File: config.mk
export PLATFORM = sky130hd
export DESIGN_NAME = sha256_message_digest
export DESIGN_NICKNAME = d
export VERILOG_FILES = /design/src/hw/rtl/sha256md_pkg.sv /design/src/hw/rtl/sha256_message_digest.sv /design/src/hw/rtl/sha256md_round.sv
export VERILOG_INCLUDE_DIRS = /design/src /design/src/hw/rtl
export SDC_FILE = /design/constraint.sdc
export NUM_CORES = 2
export LEC_CHECK = 0
export BUFFER_PORTS_ARGS = -buffer_cell sky130_fd_sc_hd__buf_2
export CAP_MARGIN = 30
export CORE_MARGIN = 4
export CORE_UTILIZATION = 60
export DETAILED_ROUTE_END_ITERATION = 10
export MAX_ROUTING_LAYER = met4
export PLACE_DENSITY = 0.81
export SLEW_MARGIN = 20
export SYNTH_ARGS = -nofsm -noshare
export SYNTH_HDL_FRONTEND = slang
export SYNTH_SLANG_ARGS = --single-unit
File: constraint.sdc
create_clock -name clk -period 21.5 [get_ports clk]
set_clock_uncertainty 0.1 [all_clocks]
set_input_delay 2.15 -clock clk [delete_from_list [all_inputs] [get_ports clk]]
set_output_delay 2.15 -clock clk [all_outputs]
set_load 0.05 [all_outputs]
File: src/hw/rtl/assert_macros.svh
`ifndef ASSERT_MACROS_SVH
`define ASSERT_MACROS_SVH

// same-cycle implication, checked on every clk edge outside reset
`define SHA_ASSERT_NOW(lbl, ante, cons, msg) \
  lbl: assert property (@(posedge clk) disable iff (!rst_n) (ante) |-> (cons)) \
    else $error(msg);

// next-cycle implication
`define SHA_ASSERT_NEXT(lbl, ante, cons, msg) \
  lbl: assert property (@(posedge clk) disable iff (!rst_n) (ante) |=> (cons)) \
    else $error(msg);

`endif

File: src/hw/rtl/sha256md_pkg.sv
package sha256md_pkg;

  typedef struct packed {
    logic [7:0] data_byte;
    logic       byte_present;
    logic       end_of_message;
  } in_t;

  typedef struct packed {
    logic [31:0] digest_word;
    logic [2:0]  word_index;
    logic        last_word;
  } out_t;

  // controls from the sequencer to the round engine
  typedef struct packed {
    logic push;   // shift a message word into the schedule window
    logic start;  // load working vars from the chain and begin 64 rounds
    logic init;   // reload chain with the initial hash
  } rnd_ctl_t;

  typedef struct packed {
    logic busy;
    logic done;   // chain update happens at this edge
  } rnd_sts_t;

  localparam logic [7:0] PAD_BYTE = 8'h80;
  localparam logic [5:0] LEN_POS  = 6'd56;
  localparam logic [5:0] LAST_POS = 6'd63;

  localparam logic [31:0] IV [8] = '{
    32'h6a09e667, 32'hbb67ae85, 32'h3c6ef372, 32'ha54ff53a,
    32'h510e527f, 32'h9b05688c, 32'h1f83d9ab, 32'h5be0cd19
  };

  localparam logic [31:0] RK [64] = '{
    32'h428a2f98, 32'h71374491, 32'hb5c0fbcf, 32'he9b5dba5,
    32'h3956c25b, 32'h59f111f1, 32'h923f82a4, 32'hab1c5ed5,
    32'hd807aa98, 32'h12835b01, 32'h243185be, 32'h550c7dc3,
    32'h72be5d74, 32'h80deb1fe, 32'h9bdc06a7, 32'hc19bf174,
    32'he49b69c1, 32'hefbe4786, 32'h0fc19dc6, 32'h240ca1cc,
    32'h2de92c6f, 32'h4a7484aa, 32'h5cb0a9dc, 32'h76f988da,
    32'h983e5152, 32'ha831c66d, 32'hb00327c8, 32'hbf597fc7,
    32'hc6e00bf3, 32'hd5a79147, 32'h06ca6351, 32'h14292967,
    32'h27b70a85, 32'h2e1b2138, 32'h4d2c6dfc, 32'h53380d13,
    32'h650a7354, 32'h766a0abb, 32'h81c2c92e, 32'h92722c85,
    32'ha2bfe8a1, 32'ha81a664b, 32'hc24b8b70, 32'hc76c51a3,
    32'hd192e819, 32'hd6990624, 32'hf40e3585, 32'h106aa070,
    32'h19a4c116, 32'h1e376c08, 32'h2748774c, 32'h34b0bcb5,
    32'h391c0cb3, 32'h4ed8aa4a, 32'h5b9cca4f, 32'h682e6ff3,
    32'h748f82ee, 32'h78a5636f, 32'h84c87814, 32'h8cc70208,
    32'h90befffa, 32'ha4506ceb, 32'hbef9a3f7, 32'hc67178f2
  };

endpackage

File: src/hw/rtl/sha256_message_digest.sv
// A request is accepted only while idle; the byte that fills a block starts a compression
// (64 shared rounds plus the chain add). End of message pads the block with the marker,
// zeros and the length and compresses it; a marker at byte 56 or later needs a second
// padding block and compression. Then eight digest words leave, one per unstalled cycle.
// The input stalls during padding, compression and digest output.
// Synchronous active-low reset: initial hash, zero length, ready for a message.
`include "assert_macros.svh"

module sha256_message_digest (
  input  logic               clk,
  input  logic               rst_n,
  input  logic               in_valid,
  output logic               in_stall,
  input  sha256md_pkg::in_t  in_data,
  output logic               out_valid,
  input  logic               out_stall,
  output sha256md_pkg::out_t out_data
);
  import sha256md_pkg::*;

  localparam logic [1:0] S_IDLE = 2'd0;
  localparam logic [1:0] S_PAD  = 2'd1;
  localparam logic [1:0] S_COMP = 2'd2;
  localparam logic [1:0] S_OUT  = 2'd3;

  logic [1:0]  state_r, state_nxt;
  logic [5:0]  pos_r, pos_nxt;
  logic [63:0] len_r, len_nxt;
  logic [23:0] acc_r, acc_nxt;
  logic [2:0]  idx_r, idx_nxt;
  logic        first_r, first_nxt;
  logic        final_r, final_nxt;
  logic        fin_pend_r, fin_pend_nxt;
  logic        pad_mode_r, pad_mode_nxt;

  logic        wr_byte;
  logic [7:0]  byte_w;
  logic [63:0] len_sh;
  logic [31:0] push_word;
  logic [31:0] rd_word;
  rnd_ctl_t    ctl;
  rnd_sts_t    sts;

  // length byte for block positions 56..63, big-endian
  assign len_sh    = len_r >> {3'd7 - pos_r[2:0], 3'b000};
  assign push_word = {acc_r, byte_w};

  always_comb begin
    state_nxt    = state_r;
    pos_nxt      = pos_r;
    len_nxt      = len_r;
    acc_nxt      = acc_r;
    idx_nxt      = idx_r;
    first_nxt    = first_r;
    final_nxt    = final_r;
    fin_pend_nxt = fin_pend_r;
    pad_mode_nxt = pad_mode_r;
    wr_byte      = 1'b0;
    byte_w       = 8'h00;
    ctl          = '0;

    case (state_r)
      S_IDLE: begin
        if (in_valid) begin
          if (in_data.byte_present) begin
            wr_byte = 1'b1;
            byte_w  = in_data.data_byte;
            len_nxt = len_r + 64'd8;
            if (pos_r == LAST_POS) begin
              state_nxt    = S_COMP;
              fin_pend_nxt = in_data.end_of_message;
              pad_mode_nxt = 1'b0;
            end else if (in_data.end_of_message) begin
              state_nxt    = S_PAD;
              first_nxt    = 1'b1;
              pad_mode_nxt = 1'b1;
            end
          end else if (in_data.end_of_message) begin
            state_nxt    = S_PAD;
            first_nxt    = 1'b1;
            pad_mode_nxt = 1'b1;
          end
        end
      end
      S_PAD: begin
        wr_byte = 1'b1;
        if (first_r) begin
          byte_w    = PAD_BYTE;
          first_nxt = 1'b0;
          // length fits in this block only if the marker lands before byte 56
          final_nxt = (pos_r < LEN_POS);
        end else if (final_r && pos_r >= LEN_POS) begin
          byte_w = len_sh[7:0];
        end
        if (pos_r == LAST_POS) begin
          state_nxt = S_COMP;
        end
      end
      S_COMP: begin
        if (sts.done) begin
          if (fin_pend_r) begin
            state_nxt    = S_PAD;
            first_nxt    = 1'b1;
            pad_mode_nxt = 1'b1;
            fin_pend_nxt = 1'b0;
          end else if (pad_mode_r) begin
            if (final_r) begin
              state_nxt = S_OUT;
              idx_nxt   = 3'd0;
            end else begin
              state_nxt = S_PAD;
              final_nxt = 1'b1;
            end
          end else begin
            state_nxt = S_IDLE;
          end
        end
      end
      S_OUT: begin
        if (!out_stall) begin
          if (idx_r == 3'd7) begin
            ctl.init     = 1'b1;
            len_nxt      = 64'd0;
            pad_mode_nxt = 1'b0;
            state_nxt    = S_IDLE;
          end else begin
            idx_nxt = idx_r + 3'd1;
          end
        end
      end
      default: begin
        state_nxt = S_IDLE;
      end
    endcase

    if (wr_byte) begin
      acc_nxt   = {acc_r[15:0], byte_w};
      pos_nxt   = pos_r + 6'd1;
      ctl.push  = (pos_r[1:0] == 2'd3);
      ctl.start = (pos_r == LAST_POS);
    end
  end

  always_ff @(posedge clk) begin
    if (!rst_n) begin
      state_r    <= S_IDLE;
      pos_r      <= 6'd0;
      len_r      <= 64'd0;
      idx_r      <= 3'd0;
      first_r    <= 1'b0;
      final_r    <= 1'b0;
      fin_pend_r <= 1'b0;
      pad_mode_r <= 1'b0;
    end else begin
      state_r    <= state_nxt;
      pos_r      <= pos_nxt;
      len_r      <= len_nxt;
      idx_r      <= idx_nxt;
      first_r    <= first_nxt;
      final_r    <= final_nxt;
      fin_pend_r <= fin_pend_nxt;
      pad_mode_r <= pad_mode_nxt;
    end
  end

  always_ff @(posedge clk) begin
    acc_r <= acc_nxt;
  end

  sha256md_round u_round (
    .clk       (clk),
    .rst_n     (rst_n),
    .ctl       (ctl),
    .push_word (push_word),
    .rd_idx    (idx_r),
    .rd_word   (rd_word),
    .sts       (sts)
  );

  assign in_stall             = (state_r != S_IDLE);
  assign out_valid            = (state_r == S_OUT);
  assign out_data.digest_word = rd_word;
  assign out_data.word_index  = idx_r;
  assign out_data.last_word   = (idx_r == 3'd7);

  `SHA_ASSERT_NOW(a_comp_busy, state_r == S_COMP, sts.busy, "waiting on idle round engine")
  `SHA_ASSERT_NOW(a_out_aligned, state_r == S_OUT, pos_r == 6'd0 && !sts.busy,
                  "digest out with partial block")
  `SHA_ASSERT_NEXT(a_last_resets, out_valid && !out_stall && out_data.last_word,
                   state_r == S_IDLE && len_r == 64'd0, "no return to idle after digest")

endmodule

File: src/hw/rtl/sha256md_round.sv
`include "assert_macros.svh"

module sha256md_round (
  input  logic                  clk,
  input  logic                  rst_n,
  input  sha256md_pkg::rnd_ctl_t ctl,
  input  logic [31:0]           push_word,
  input  logic [2:0]            rd_idx,
  output logic [31:0]           rd_word,
  output sha256md_pkg::rnd_sts_t sts
);
  import sha256md_pkg::*;

  localparam logic [1:0] RS_IDLE = 2'd0;
  localparam logic [1:0] RS_RUN  = 2'd1;
  localparam logic [1:0] RS_ADD  = 2'd2;

  logic [1:0]  rs_r, rs_nxt;
  logic [5:0]  rnd_r, rnd_nxt;
  logic [31:0] h_r [8];
  logic [31:0] v_r [8];
  logic [31:0] w_r [16];
  logic [31:0] t1, t2, w_new, ch, maj;

  function automatic logic [31:0] bsig0(input logic [31:0] x);
    return {x[1:0], x[31:2]} ^ {x[12:0], x[31:13]} ^ {x[21:0], x[31:22]};
  endfunction

  function automatic logic [31:0] bsig1(input logic [31:0] x);
    return {x[5:0], x[31:6]} ^ {x[10:0], x[31:11]} ^ {x[24:0], x[31:25]};
  endfunction

  function automatic logic [31:0] ssig0(input logic [31:0] x);
    return {x[6:0], x[31:7]} ^ {x[17:0], x[31:18]} ^ (x >> 3);
  endfunction

  function automatic logic [31:0] ssig1(input logic [31:0] x);
    return {x[16:0], x[31:17]} ^ {x[18:0], x[31:19]} ^ (x >> 10);
  endfunction

  // one round; w_r[0] always holds W[t]
  always_comb begin
    ch    = (v_r[4] & v_r[5]) ^ (~v_r[4] & v_r[6]);
    maj   = (v_r[0] & v_r[1]) ^ (v_r[0] & v_r[2]) ^ (v_r[1] & v_r[2]);
    t1    = v_r[7] + bsig1(v_r[4]) + ch + RK[rnd_r] + w_r[0];
    t2    = bsig0(v_r[0]) + maj;
    w_new = ssig1(w_r[14]) + w_r[9] + ssig0(w_r[1]) + w_r[0];
  end

  always_comb begin
    rs_nxt  = rs_r;
    rnd_nxt = rnd_r;
    case (rs_r)
      RS_IDLE: begin
        if (ctl.start) begin
          rs_nxt  = RS_RUN;
          rnd_nxt = 6'd0;
        end
      end
      RS_RUN: begin
        rnd_nxt = rnd_r + 6'd1;
        if (rnd_r == LAST_POS) begin
          rs_nxt = RS_ADD;
        end
      end
      RS_ADD: begin
        rs_nxt = RS_IDLE;
      end
      default: begin
        rs_nxt = RS_IDLE;
      end
    endcase
  end

  always_ff @(posedge clk) begin
    if (!rst_n) begin
      rs_r  <= RS_IDLE;
      rnd_r <= 6'd0;
    end else begin
      rs_r  <= rs_nxt;
      rnd_r <= rnd_nxt;
    end
  end

  always_ff @(posedge clk) begin
    for (int i = 0; i < 8; i++) begin
      if (!rst_n || ctl.init) begin
        h_r[i] <= IV[i];
      end else if (rs_r == RS_ADD) begin
        h_r[i] <= h_r[i] + v_r[i];
      end
    end
  end

  always_ff @(posedge clk) begin
    if (ctl.start) begin
      for (int i = 0; i < 8; i++) begin
        v_r[i] <= h_r[i];
      end
    end else if (rs_r == RS_RUN) begin
      v_r[0] <= t1 + t2;
      v_r[1] <= v_r[0];
      v_r[2] <= v_r[1];
      v_r[3] <= v_r[2];
      v_r[4] <= v_r[3] + t1;
      v_r[5] <= v_r[4];
      v_r[6] <= v_r[5];
      v_r[7] <= v_r[6];
    end
  end

  always_ff @(posedge clk) begin
    if (ctl.push || rs_r == RS_RUN) begin
      for (int i = 0; i < 15; i++) begin
        w_r[i] <= w_r[i + 1];
      end
      w_r[15] <= ctl.push ? push_word : w_new;
    end
  end

  assign rd_word  = h_r[rd_idx];
  assign sts.busy = (rs_r != RS_IDLE);
  assign sts.done = (rs_r == RS_ADD);

  `SHA_ASSERT_NOW(a_start_idle, ctl.start, rs_r == RS_IDLE, "start while engine busy")
  `SHA_ASSERT_NOW(a_push_quiet, ctl.push, rs_r != RS_RUN, "window push during rounds")
  `SHA_ASSERT_NEXT(a_run_to_add, rs_r == RS_RUN && rnd_r == LAST_POS, rs_r == RS_ADD,
                   "round 63 not followed by chain update")

endmodule

# Word-level counts from Yosys, hierarchy flattened
# Memory sizes are Yosys's and may differ from the RTL's. A register that Yosys moved wholly into a read port is not among the register bits.
# Cells that the tools add are included.
dict set report totals {
  mem_bits_ro 2048
  mem_count 4
  word_cells 222
  in_bits 14
  output_inout_bits 38
  regBits 111
  ram_bits 1024
}
# memory words word_bits rd rd_ports_with_merged_regs wr line
set memory_table {}
lappend memory_table {{(name not given)} 64 32 1 0 0 sha256md_round.sv:45} ;# t1 = v_r[7] + bsig1(v_r[4]) + ch + RK[rnd_r] + w_r[0];
lappend memory_table {u_round.w_r 16 32 16 0 16 sha256md_round.sv:22} ;# logic [31:0] w_r [16];
lappend memory_table {u_round.h_r 8 32 9 1 8 sha256md_round.sv:20} ;# logic [31:0] h_r [8];
lappend memory_table {u_round.v_r 8 32 8 0 8 sha256md_round.sv:21} ;# logic [31:0] v_r [8];
dict set report op_classes {
  n_reduce_logical 23
  shift 1
  n_lt_le_gt_ge 3
  eq_ne 25
  n_addsub 23
  bitwise_logic 34
  n_mux 98
}
# op n
set ops {}
lappend ops {{2-to-1 mux 32 bit} 19}
lappend ops {{adder 32 bit} 18}
lappend ops {{XOR 32 bit} 9}
lappend ops {{2-to-1 mux 64 bit} 4}
lappend ops {{AND 32 bit} 5}
lappend ops {{one-hot mux 64 bit (2 select lines)} 1}
lappend ops {{adder 64 x 4 -> 64 bit (second input constant)} 1}
lappend ops {{right shift 64 x 6 -> 8 bit} 1}
lappend ops {{2-to-1 mux 1 bit} 37}
lappend ops {{2-to-1 mux 8 bit} 4}
lappend ops {{NOT 32 bit} 1}
lappend ops {{XOR 32 x 22 -> 32 bit} 1}
lappend ops {{XOR 32 x 29 -> 32 bit} 1}
lappend ops {{2-to-1 mux 2 bit} 14}
lappend ops {{!= test 2 bit (second input constant)} 13}
lappend ops {{AND reduction 5 bit} 5}
lappend ops {{2-to-1 mux 3 bit} 8}
lappend ops {{OR 1 bit} 16}
lappend ops {{one-hot mux 8 bit (2 select lines)} 1}
lappend ops {{adder 6 x 1 -> 6 bit (second input constant)} 2}
lappend ops {{equality test 6 bit (second input constant)} 2}
lappend ops {{one-hot mux 6 bit (2 select lines)} 1}
lappend ops {{nonzero test 2 bit} 6}
lappend ops {{equality test 2 bit (second input constant)} 4}
lappend ops {{24 further kinds} 33}

# Logic depth before layout (Yosys ltp)
dict set report logic_depth {
  depth_word 8
  ltp_mapped 44
  ltp_nobuf 40
}

# Modules after synthesis
# Synthesis repeated with hierarchy kept, for this count alone.
dict set report unflattened {
  cells_unflattened 6409
  hier_area_um2 70491.4
}
# mod seq_area_each_um2 cells_each instances area_per_inst_um2
set modules_own_cells {}
lappend modules_own_cells {sha256md_round 30909.6 5864 1 65305.1}
lappend modules_own_cells {sha256_message_digest 2242.2 545 1 5186.2}

# Worst setup path before layout
# No wires, ideal clock.
dict set report synth_path {
  path_type {input-to-reg}
  startpoint {in in_valid}
  endpoint {mem u_round.w_r[0][0] (enable)}
  stages 8
  setup_time_ns 3.654
  t_arrival_ns 12.222
  slack_ns 5.524
  n_path_buf 3
  path_cell_list {and3_2 -> clkbuf_1 -> nor2_1 -> inv_1 -> nand2_1 -> clkbuf_1 -> buf_1 -> nand2_1}
}
# item line
set synth_lines {}
lappend synth_lines {{start, declared} sha256_message_digest.sv:12} ;# input logic in_valid,
lappend synth_lines {{end, declared} sha256md_round.sv:22}

==> flow_summary_export.csv <==
group,metric,value,unit
run_status,status,"finished clean",
worst_setup_path,cp-start-kind,"register",
clock_network,cts.clk_slew.worst_paths,0.06,ns
yosys,syn_area_per_cell,11.4,um2
die,die_x,349,um
placement,dpl.hpwl,147000,um
timing,max_slew_margin,0.246,
clock_network,ctsHoldBuffers,0,
worst_setup_path,cp-endpoint,"u_round.v_r[0][31]",
timing,timing.final.max_slew_violations,0,
yosys,yosysTopAreaCellShare,0.451,
clock_network,ctsResizeCount,0,
yosys,yosys-top-cells-count,"edfxtp_1, nand2_1, ha_1",
global_route,grt_pass1_vias,49000,
die,coreArea,115000,um2
drt,ant_nets,0,
timing,layout_min_cycle_time,10.79,ns
clock_network,root_buffer,"clkbuf_16",
worst_setup_path,regToRegStartpoint,"u_round.rnd_r[0]",
die,die_area,122000,um2
yosys,synth.most_common_cell,"edfxtp_1",
yosys,ys_ff_latch,1135,
clock_network,cts_tree,"built",
worst_setup_path,path_depth,37,
drt,avgRoutedWirePerCell,26.0,um
drt,viasPerCell,6.44,
drt,wirelength,200000,um
placement,dpl_worst_slack,10.98,ns
timing,rsz0062_at_grt,"no",
timing,setup_slack,10.71,ns
worst_setup_path,cp.buffers_inverters,5,
yosys,synth_edf_count,1048,
power,power-per-cell-area,68.2,nW/um2
global_route,grt_pass1_wl,302000,um
placement,dpl-instance-area,71600,um2
layout,syn_to_final_growth,8.38,%
drt,dr.first_iter.drc_count,5298,
clock_network,clock_latency,0.76,ns
yosys,yosysWarnings,0,
timing,setup_viol,0,
layout,drive_gt1_frac,0.106,
clock_network,clockBufferDepth,3,
yosys,synthArstFlopShare,0,
yosys,ys_types,121,
timing,finalSetupTns,0,ns
placement,port_buffers,51,
global_route,grt_max_degree,188,
drt,firstDrtPassIters,7,
drt,vias,49500,
worst_setup_path,r2r_slack,10.71,ns
worst_setup_path,reg2reg_depth,37,
layout,fill_cells,8455,
yosys,synthTopCellsByArea,"edfxtp_1, ha_1, fa_1",
die,io_pins,52,
layout,final_util,0.658,
yosys,yosys.area.top_type,"edfxtp_1",
worst_setup_path,r2r_end,"u_round.v_r[0][31]",
global_route,grt_overflow,0,
clock_network,post_cts_buffers,0,
worst_setup_path,cp_max_fo,25,
die,start_util,0.607,
layout,final_nets,6685,
placement,gp_congestion,1.03,
drt,drt_drc_violations_left,0,
die,die_h,349,um
clock_network,cts.sinks,1135,
yosys,syn_nets,6708,
layout,multi_input_area,34700,um2
timing,fmax,92.7,MHz
layout,register_area,33200,um2
yosys,synthCells,6096,
clock_network,cts_made_buffers,119,
run,drv_cap,0,
worst_setup_path,worstPathRequired,21.83,ns
clock_network,htreeDepth,3,
timing,fin_crit_sh,0.502,
timing,tightest_slew,1.13,ns
worst_setup_path,slowest_delay,0.95,ns
worst_setup_path,path_delay_family,"adder cells",
power,p_leak,0.0277,uW
worst_setup_path,end_kind,"register",
hold_path,hold_class,"register to register",
worst_setup_path,critPathLaunch,"u_round.rnd_r[0]",
yosys,netlist_area,69800,um2
global_route,antenna_found_initial,4,
worst_setup_path,worst-setup-path-type,"register to register",
yosys,synth.yosys.seq_area_share,0.476,
power,finalPower,5160,uW
global_route,grt_use_total,0.337,
power,vdd.ir_drop.worst,0.0837,mV
die,rows,124,
worst_setup_path,slowest_stage,"ha_1",
layout,fin_area,75600,um2
yosys,synth_top_flop_cell,"edfxtp_1",
timing,finalHoldViolations,0,
worst_setup_path,cp.arrival,11.12,ns
==> where the power goes <==
group,internal (uW),switching [uW],leakage [uW],total [uW]
Sequential,2460,46.5,0.0101,2510
Combinational,207,322,0.0157,529
Clock,1190,931,0.00192,2120
==> cell usage in the layout (no fill, tap or decap), drive strengths merged, types with 14 or more instances in the layout <==
master,instances
nand3,114
clkbuf,140
ha,403
o211ai,32
and2,32
inv,263
nor3b,14
a31oi,49
nor2,391
o31ai,31
o21ai,349
mux2i,28
o21bai,33
or3,41
o311ai,17
mux4,83
nor3,100
maj3,26
a21o,164
fa,195
nand2b,83
clkinv,59
a211oi,63
nor2b,59
nand2,659
mux2,190
dfxtp,87
and3,39
nand4,37
a21boi,20
buf,110
o21a,55
xor2,212
edfxtp,1048
xnor2,388
a21oi,336
==> layout make-up <==
cell class | instances | area share
clock inverters | 85 | 0.0123
well taps | 1512 | 0.0250
flip-flops and latches | 1135 | 0.439
inverters | 260 | 0.0129
repair buffers | 110 | 0.0112
diodes | 1 | 0.0000331
multi-input cells | 4447 | 0.459
clock buffers | 140 | 0.0407
==> flip-flops by register name, summed over array words and instances, names as in the netlist, named ones only <==
register and cells:
pad_mode_r 1, state_r 2, u_round.h_r 256, idx_r 3
acc_r 24, final_r 1, fin_pend_r 1, first_r 1
u_round.v_r 256, len_r 61, u_round.rs_r 2, u_round.w_r 512
u_round.rnd_r 6, pos_r 6
==> through the flow <==
stage | instances | hold slack (ns)
2_1_floorplan | 6096 | 0.300
3_3_place_gp | 7455 | 0.300
3_5_place_dp | 7460 | 0.305
4_1_cts | 7685 | 0.284
5_1_grt | 7689 | 0.304
6_report | 7690 | 0.285
==> worst reg2reg max path, delay by kind of cell, from the launching register on <==
family / cells / cell delay, ns
adder cells (fa/ha/maj): 8 / 3.80
AO/OA/AOI/OAI: 17 / 3.71
buffers and inverters: 5 / 0.94
AND/OR/NAND/NOR: 4 / 0.86
XOR/XNOR: 2 / 0.48
flip-flops: 1 / 0.31
multiplexers: 1 / 0.26
==> worst min-delay path by stage <==
stage	to	slack (ns)	cells past startpoint	start
after floorplan	u_round.w_r[0][100]	0.30	0	u_round.w_r[0][132]
after global placement	u_round.w_r[1][85]	0.30	0	u_round.w_r[1][117]
after detailed placement	u_round.w_r[0][111]	0.30	0	u_round.w_r[0][143]
after CTS	u_round.w_r[0][167]	0.28	0	u_round.w_r[0][199]
after global routing	u_round.w_r[1][140]	0.30	0	u_round.w_r[1][172]
final	u_round.w_r[0][167]	0.29	0	u_round.w_r[0][199]
==> kinds of logic (layout without fill, tap and decap cells) <==
kind of cell / after synthesis / after routing / share of synthesized area
other: 0 / 1 / 0
XOR/XNOR: 601 / 601 / 0.0757
buffers and inverters: 514 / 595 / 0.0282
AO/OA/AOI/OAI: 1303 / 1303 / 0.120
AND/OR/NAND/NOR: 1618 / 1618 / 0.107
flip-flops: 1135 / 1135 / 0.476
adder cells (fa/ha/maj): 624 / 624 / 0.132
multiplexers: 301 / 301 / 0.0615
==> per-layer routing <==
metal,share of wire,global-route usage
met5,0,-
met1,0.39,0.434
met2,0.47,0.533
met4,0.054,0.150
met3,0.082,0.0509
(Power assumes the default switching activity.)
